File: src/rtl/hbed_pkg.sv
// ----------------------------------------------------------------------------
// hbed_pkg
// Types, codes and constants shared by the Huffman build, encode and decode
// block.
// ----------------------------------------------------------------------------
package hbed_pkg;

	localparam int ALPHABET_SIZE_DEF = 256;
	localparam int MAX_TEXT_LEN_DEF  = 65535;
	localparam int NODE_IW           = 9;
	localparam int WEIGHT_W          = 16;
	localparam int CODE_W            = 32;
	localparam int LEN_W             = 6;
	localparam int SIZE_W            = 21;

	localparam logic [2:0] KIND_COUNT  = 3'd0;
	localparam logic [2:0] KIND_BUILD  = 3'd1;
	localparam logic [2:0] KIND_ENCODE = 3'd2;
	localparam logic [2:0] KIND_DECODE = 3'd3;
	localparam logic [2:0] KIND_CLEAR  = 3'd4;

	localparam logic [1:0] ST_OK      = 2'd0;
	localparam logic [1:0] ST_NO_TREE = 2'd1;
	localparam logic [1:0] ST_NO_CODE = 2'd2;
	localparam logic [1:0] ST_LIMIT   = 2'd3;

	typedef struct packed {
		logic [2:0] kind;
		logic [7:0] symbol;
		logic       coded_bit;
	} in_t;

	typedef struct packed {
		logic [1:0]        status;
		logic [CODE_W-1:0] code_word;
		logic [LEN_W-1:0]  code_length;
		logic [7:0]        decoded_symbol;
		logic              symbol_valid;
		logic [8:0]        distinct_symbols;
		logic [SIZE_W-1:0] encoded_size_bits;
	} out_t;

	typedef struct packed {
		logic                live;
		logic [NODE_IW-1:0]  right;
		logic [NODE_IW-1:0]  left;
		logic [WEIGHT_W-1:0] weight;
	} node_t;

	typedef struct packed {
		logic [CODE_W-1:0] code;
		logic [LEN_W-1:0]  len;
	} code_t;

	typedef enum logic [4:0] {
		OP_IDLE, OP_CNT_RD, OP_CNT_WR, OP_ENC_RD, OP_ENC_FIN, OP_DEC_RD,
		OP_DEC_STEP, OP_DEC_LEAF, OP_DEC_FIN, OP_CLR, OP_NOP, OP_B_START,
		OP_B_EMPTY, OP_GATH, OP_MCHK, OP_SCAN, OP_TAKE, OP_MERGE, OP_CSINGLE,
		OP_CROOT, OP_CRD, OP_CWA, OP_CWB, OP_LRD, OP_LWR, OP_B_FIN
	} op_t;

	typedef struct packed {
		logic accept;
		op_t  op;
	} cmd_t;

	typedef struct packed {
		logic out_free;
		logic total_zero;
		logic gath_done;
		logic merge_more;
		logic single_leaf;
		logic scan_done;
		logic pass;
		logic code_last;
		logic leaf_last;
		logic dec_to_leaf;
	} sts_t;

endpackage

File: src/rtl/hbed_ctrl.sv
// ----------------------------------------------------------------------------
// hbed_ctrl
// Sequencer for count, encode, decode, clear and the multi-phase tree build.
// ----------------------------------------------------------------------------
module hbed_ctrl (
	input  logic               clk,
	input  logic               arst_n,
	input  logic               in_valid,
	input  logic [2:0]         in_kind,
	output logic               in_ready,
	input  hbed_pkg::sts_t     sts,
	output hbed_pkg::cmd_t     cmd
);

	localparam int NS = 26;

	typedef enum logic [NS-1:0] {
		S_IDLE     = NS'(1) << 0,
		S_CNT_RD   = NS'(1) << 1,
		S_CNT_WR   = NS'(1) << 2,
		S_ENC_RD   = NS'(1) << 3,
		S_ENC_FIN  = NS'(1) << 4,
		S_DEC_RD   = NS'(1) << 5,
		S_DEC_STEP = NS'(1) << 6,
		S_DEC_LEAF = NS'(1) << 7,
		S_DEC_FIN  = NS'(1) << 8,
		S_CLR      = NS'(1) << 9,
		S_NOP      = NS'(1) << 10,
		S_B_START  = NS'(1) << 11,
		S_B_EMPTY  = NS'(1) << 12,
		S_GATH     = NS'(1) << 13,
		S_MCHK     = NS'(1) << 14,
		S_SCAN     = NS'(1) << 15,
		S_TAKE     = NS'(1) << 16,
		S_MERGE    = NS'(1) << 17,
		S_CSINGLE  = NS'(1) << 18,
		S_CROOT    = NS'(1) << 19,
		S_CRD      = NS'(1) << 20,
		S_CWA      = NS'(1) << 21,
		S_CWB      = NS'(1) << 22,
		S_LRD      = NS'(1) << 23,
		S_LWR      = NS'(1) << 24,
		S_B_FIN    = NS'(1) << 25
	} state_t;

	state_t state_q, state_d;

	assign in_ready = (state_q == S_IDLE);

	always_comb begin
		state_d    = state_q;
		cmd.accept = in_ready && in_valid;
		cmd.op     = hbed_pkg::OP_IDLE;
		unique case (state_q)
			S_IDLE: begin
				if (in_valid) begin
					unique case (in_kind)
						hbed_pkg::KIND_COUNT:  state_d = S_CNT_RD;
						hbed_pkg::KIND_BUILD:  state_d = S_B_START;
						hbed_pkg::KIND_ENCODE: state_d = S_ENC_RD;
						hbed_pkg::KIND_DECODE: state_d = S_DEC_RD;
						hbed_pkg::KIND_CLEAR:  state_d = S_CLR;
						default:               state_d = S_NOP;
					endcase
				end
			end
			S_CNT_RD: begin
				cmd.op  = hbed_pkg::OP_CNT_RD;
				state_d = S_CNT_WR;
			end
			S_CNT_WR: begin
				cmd.op = hbed_pkg::OP_CNT_WR;
				if (sts.out_free) state_d = S_IDLE;
			end
			S_ENC_RD: begin
				cmd.op  = hbed_pkg::OP_ENC_RD;
				state_d = S_ENC_FIN;
			end
			S_ENC_FIN: begin
				cmd.op = hbed_pkg::OP_ENC_FIN;
				if (sts.out_free) state_d = S_IDLE;
			end
			S_DEC_RD: begin
				cmd.op  = hbed_pkg::OP_DEC_RD;
				state_d = S_DEC_STEP;
			end
			S_DEC_STEP: begin
				cmd.op = hbed_pkg::OP_DEC_STEP;
				if (sts.dec_to_leaf) state_d = S_DEC_LEAF;
				else if (sts.out_free) state_d = S_IDLE;
			end
			S_DEC_LEAF: begin
				cmd.op  = hbed_pkg::OP_DEC_LEAF;
				state_d = S_DEC_FIN;
			end
			S_DEC_FIN: begin
				cmd.op = hbed_pkg::OP_DEC_FIN;
				if (sts.out_free) state_d = S_IDLE;
			end
			S_CLR: begin
				cmd.op = hbed_pkg::OP_CLR;
				if (sts.out_free) state_d = S_IDLE;
			end
			S_NOP: begin
				cmd.op = hbed_pkg::OP_NOP;
				if (sts.out_free) state_d = S_IDLE;
			end
			S_B_START: begin
				cmd.op  = hbed_pkg::OP_B_START;
				state_d = sts.total_zero ? S_B_EMPTY : S_GATH;
			end
			S_B_EMPTY: begin
				cmd.op = hbed_pkg::OP_B_EMPTY;
				if (sts.out_free) state_d = S_IDLE;
			end
			S_GATH: begin
				cmd.op = hbed_pkg::OP_GATH;
				if (sts.gath_done) state_d = S_MCHK;
			end
			S_MCHK: begin
				cmd.op = hbed_pkg::OP_MCHK;
				if (sts.merge_more) state_d = S_SCAN;
				else if (sts.single_leaf) state_d = S_CSINGLE;
				else state_d = S_CROOT;
			end
			S_SCAN: begin
				cmd.op = hbed_pkg::OP_SCAN;
				if (sts.scan_done) state_d = S_TAKE;
			end
			S_TAKE: begin
				cmd.op  = hbed_pkg::OP_TAKE;
				state_d = sts.pass ? S_MERGE : S_SCAN;
			end
			S_MERGE: begin
				cmd.op  = hbed_pkg::OP_MERGE;
				state_d = S_MCHK;
			end
			S_CSINGLE: begin
				cmd.op  = hbed_pkg::OP_CSINGLE;
				state_d = S_LRD;
			end
			S_CROOT: begin
				cmd.op  = hbed_pkg::OP_CROOT;
				state_d = S_CRD;
			end
			S_CRD: begin
				cmd.op  = hbed_pkg::OP_CRD;
				state_d = S_CWA;
			end
			S_CWA: begin
				cmd.op  = hbed_pkg::OP_CWA;
				state_d = S_CWB;
			end
			S_CWB: begin
				cmd.op  = hbed_pkg::OP_CWB;
				state_d = sts.code_last ? S_LRD : S_CRD;
			end
			S_LRD: begin
				cmd.op  = hbed_pkg::OP_LRD;
				state_d = S_LWR;
			end
			S_LWR: begin
				cmd.op  = hbed_pkg::OP_LWR;
				state_d = sts.leaf_last ? S_B_FIN : S_LRD;
			end
			S_B_FIN: begin
				cmd.op = hbed_pkg::OP_B_FIN;
				if (sts.out_free) state_d = S_IDLE;
			end
			default: state_d = S_IDLE;
		endcase
	end

	always_ff @(posedge clk or negedge arst_n) begin
		if (!arst_n) begin
			state_q <= S_IDLE;
		end else begin
			state_q <= state_d;
		end
	end

endmodule

File: config.mk
export PLATFORM = sky130hd
export DESIGN_NAME = hbed_ctrl
export DESIGN_NICKNAME = d
export VERILOG_FILES = /design/src/rtl/hbed_pkg.sv /design/src/rtl/hbed_ctrl.sv
export SDC_FILE = /design/constraint.sdc
export NUM_CORES = 1
export LEC_CHECK = 0
export ABC_AREA = 1
export BUFFER_PORTS_ARGS = -buffer_cell sky130_fd_sc_hd__buf_2
export CORE_MARGIN = 8
export CORE_UTILIZATION = 40
export DETAILED_ROUTE_END_ITERATION = 6
export GPL_TIMING_DRIVEN = 0
export PLACE_DENSITY = 0.64
export SLEW_MARGIN = 0
export SYNTH_ARGS = -nofsm -noshare
export SYNTH_HDL_FRONTEND = slang
export SYNTH_SLANG_ARGS = --single-unit
File: constraint.sdc
create_clock -name clk -period 4.1 [get_ports clk]
set_clock_uncertainty 0.1 [all_clocks]
set_input_delay 0.41 -clock clk [delete_from_list [all_inputs] [get_ports clk]]
set_output_delay 0.41 -clock clk [all_outputs]
set_load 0.01 [all_outputs]
==> metrics <==
Max Root-Sink Buffers 2; syn nets roughly 350; Multi-input gate area 0.00121 mm2; max FFs per register 26; post-synth top area cell dfrtp_1; Setup crit start kind flop; Post-synth EDFFs 0; DIE WIDTH ~88 um; CTS clk-pin slew, worst paths roughly 0.10 ns; Most common cell on crit path nor2_1; Die H approximately 88 um; # resized after CTS 0; worst reg2reg setup slack between 1.5 and 2 ns; critical path launch point state_q[15]; Avg Inst Size Synth between 6 and 7 um2; CTS root buffer clkbuf_8; Worst Hold Class input port to async pin; Critical R2R Launch state_q[22]; Critical-path top delay cell dfrtp_1; Reg2Reg Depth 9; crit-path cells nor2_1, nand2_1, nor2_1, nand2_1, nor4_1, nor2_1, nand4_1, buf_2; Routed WL per cell 12.2 um; post-place setup slack between 1 and 1.5 ns; Synth area leaders dfrtp_1 30%, nand2_1 17%, nor2_1 14%, inv_1 8.4%, nand3_1 6.5%; ANT nets after route 0; Reg area between 600 and 700 um2; first-pass GRT wire length between 9 and 10 mm; Post-Syn Instances roughly 340; GP Congestion 0.893; number of top-level pins 23; fmax about 340 MHz; DRT Pass-1 Iters 4; sequential share of the synthesized area 0.316; Max-Slew Margin vs Limit 0.603; outcome completed; Largest Register state_q; gr ovfl total 0; Initial Util 0.409; Worst Setup Path Type flop to output pin; Syn. warnings 0; largest net degree at the start of global routing 27; Arr. time, crit path 2.42 ns; number of global-route vias before repair roughly 2000; Slew Viols, Final 0; vias per cell between 4 and 5; IO Port Bufs 22; CTS tree yes; Antenna diodes 0; final WL between 5 and 6 mm; Final Cycle Share 0.715; CTS H-tree depth 1; # setup viols final 0; Max-cap violations 0; Hold Buf Count CTS 0; RSZ-0062 raised after global routing no; CP peak stage delay ~0.45 ns; top flop regs state_q x26; clk sinks 26; Final Hold Fails 0; CP required 3.59 ns; Nets roughly 380; CP delay by family, top simple AND/OR/NAND/NOR gates; synth unique cells 25; setup TNS 0 ns; Fillers 538; post-synth top area share 0.303; capturing point of the worst reg2reg path state_q[9]; Post-CTS Setup Bufs 0; initial drt markers approximately 160; Core ar. between 0.005 and 0.006 mm2; Die Area between 0.007 and 0.008 mm2; asr flop ratio synth 1.00; DRC 0; PD cells slightly below 400 mW/mm2; Num CTS Buffers 3; final critical-path required period 2.93 ns; cell area after synthesis a little over 0.002 mm2; Peak supply drop 0.000260 V; initial antenna violation count 0; CP Max Fanout 7; CP bufs+invs 1; gr usage total 0.150; critical path endpoint category output pin; row count 26; Synth Flop Type dfrtp_1; Worst Tran Pin Value about 0.60 ns; P_leak 1.28 nW; Area Growth Syn to Fin 11.8%; synthesis-stage register bit count 26; hpwl dp between 4 and 5 mm; share of cells above drive strength 1 0.162; setup ws final roughly 1.2 ns; clk_lat worst skew 0.27 ns; via count approximately 2100
## layer usage
| metal | part of all wire | up-vias | wire length [um] | global-route usage |
|---|---|---|---|---|
| met2 | 0.42 | 62 | 2250 | 0.233 |
| met4 | 0.0098 | 0 | 52 | 0.0359 |
| met1 | 0.49 | 929 | 2620 | 0.206 |
| li1 | - | 1103 | - | - |
| met5 | 0 | - | 0 | 0 |
| met3 | 0.072 | 4 | 384 | 0.0281 |
## placed cells by master (no fill, tap or decap), types with 2 or more instances in the layout
master	count
nand4_1	8
buf_2	22
nor2_4	4
nor2_2	5
nor3_1	10
nand2_1	96
nor3b_1	2
nand2_4	3
inv_1	46
o21ai_0	4
nor2_1	76
nand2_2	12
a21oi_1	3
inv_2	4
nand3_1	27
nor4_1	4
dfrtp_1	25
clkbuf_8	3
## where the power goes
group          switching [mW]  internal (mW)
sequential             0.0164          0.278
clock                  0.0817         0.0696
combinational           0.322          0.130
## through the flow
step	area [um2]	hold WS (ns)	utilization	instances	total power, mW
6_report	2310	0.0264	0.457	434	0.897
5_1_grt	2310	0.0754	0.457	434	0.974
4_1_cts	2310	0.0577	0.457	434	0.906
3_5_place_dp	2260	0.357	0.448	430	0.752
3_3_place_gp	2260	0.352	0.448	430	0.752
2_1_floorplan	2060	0.0144	-	338	0.627
## synth_stat cells (2+ instances only)
| library cell | instances |
|---|---|
| nand4_1 | 8 |
| nand2_4 | 3 |
| nor4_1 | 4 |
| nand2_1 | 96 |
| o21ai_0 | 4 |
| nor2_1 | 76 |
| nor3_1 | 10 |
| nand2_2 | 12 |
| inv_2 | 4 |
| nor2_4 | 4 |
| a21oi_1 | 3 |
| dfrtp_1 | 25 |
| nor2_2 | 5 |
| nor3b_1 | 2 |
| inv_1 | 46 |
| nand3_1 | 27 |
## worst register-to-register path: stages (launching register included)
cell and delay [ns]:
dfrtp_1 0.40, nor2_1 0.26, nand2_1 0.17, nor3_4 0.36, nand2_1 0.19, or2_1 0.32, nand3_4 0.14, inv_2 0.05
nand2_4 0.10, nor2_2 0.04
## final cells by class
| cell class | instances | area share |
|---|---|---|
| flip-flops and latches | 26 | 0.283 |
| repair buffers | 22 | 0.0477 |
| well taps | 70 | 0.0380 |
| plain buffers | 1 | 0.00488 |
| multi-input cells | 261 | 0.526 |
| inverters | 50 | 0.0814 |
| clock buffers | 4 | 0.0195 |
## kinds of logic (layout without fill, tap and decap cells)
kind of cell	after synthesis	after routing	share of synthesized area
AOI/OAI and AO/OA	9	9	0.0249
DFF	26	26	0.316
and+or+nand+nor	252	252	0.563
buffers and inverters	51	77	0.0964
## how the worst max path moves through the flow
stage / end / slack, ns / depth (start not counted)
floorplan: cmd[3] / 2.03 / 9
global placement: cmd[2] / 1.44 / 8
detailed placement: cmd[2] / 1.48 / 8
CTS: cmd[2] / 1.17 / 8
global route: cmd[2] / 0.92 / 8
finish: cmd[2] / 1.17 / 8
Note: power is estimated with default switching activity, not from simulation.
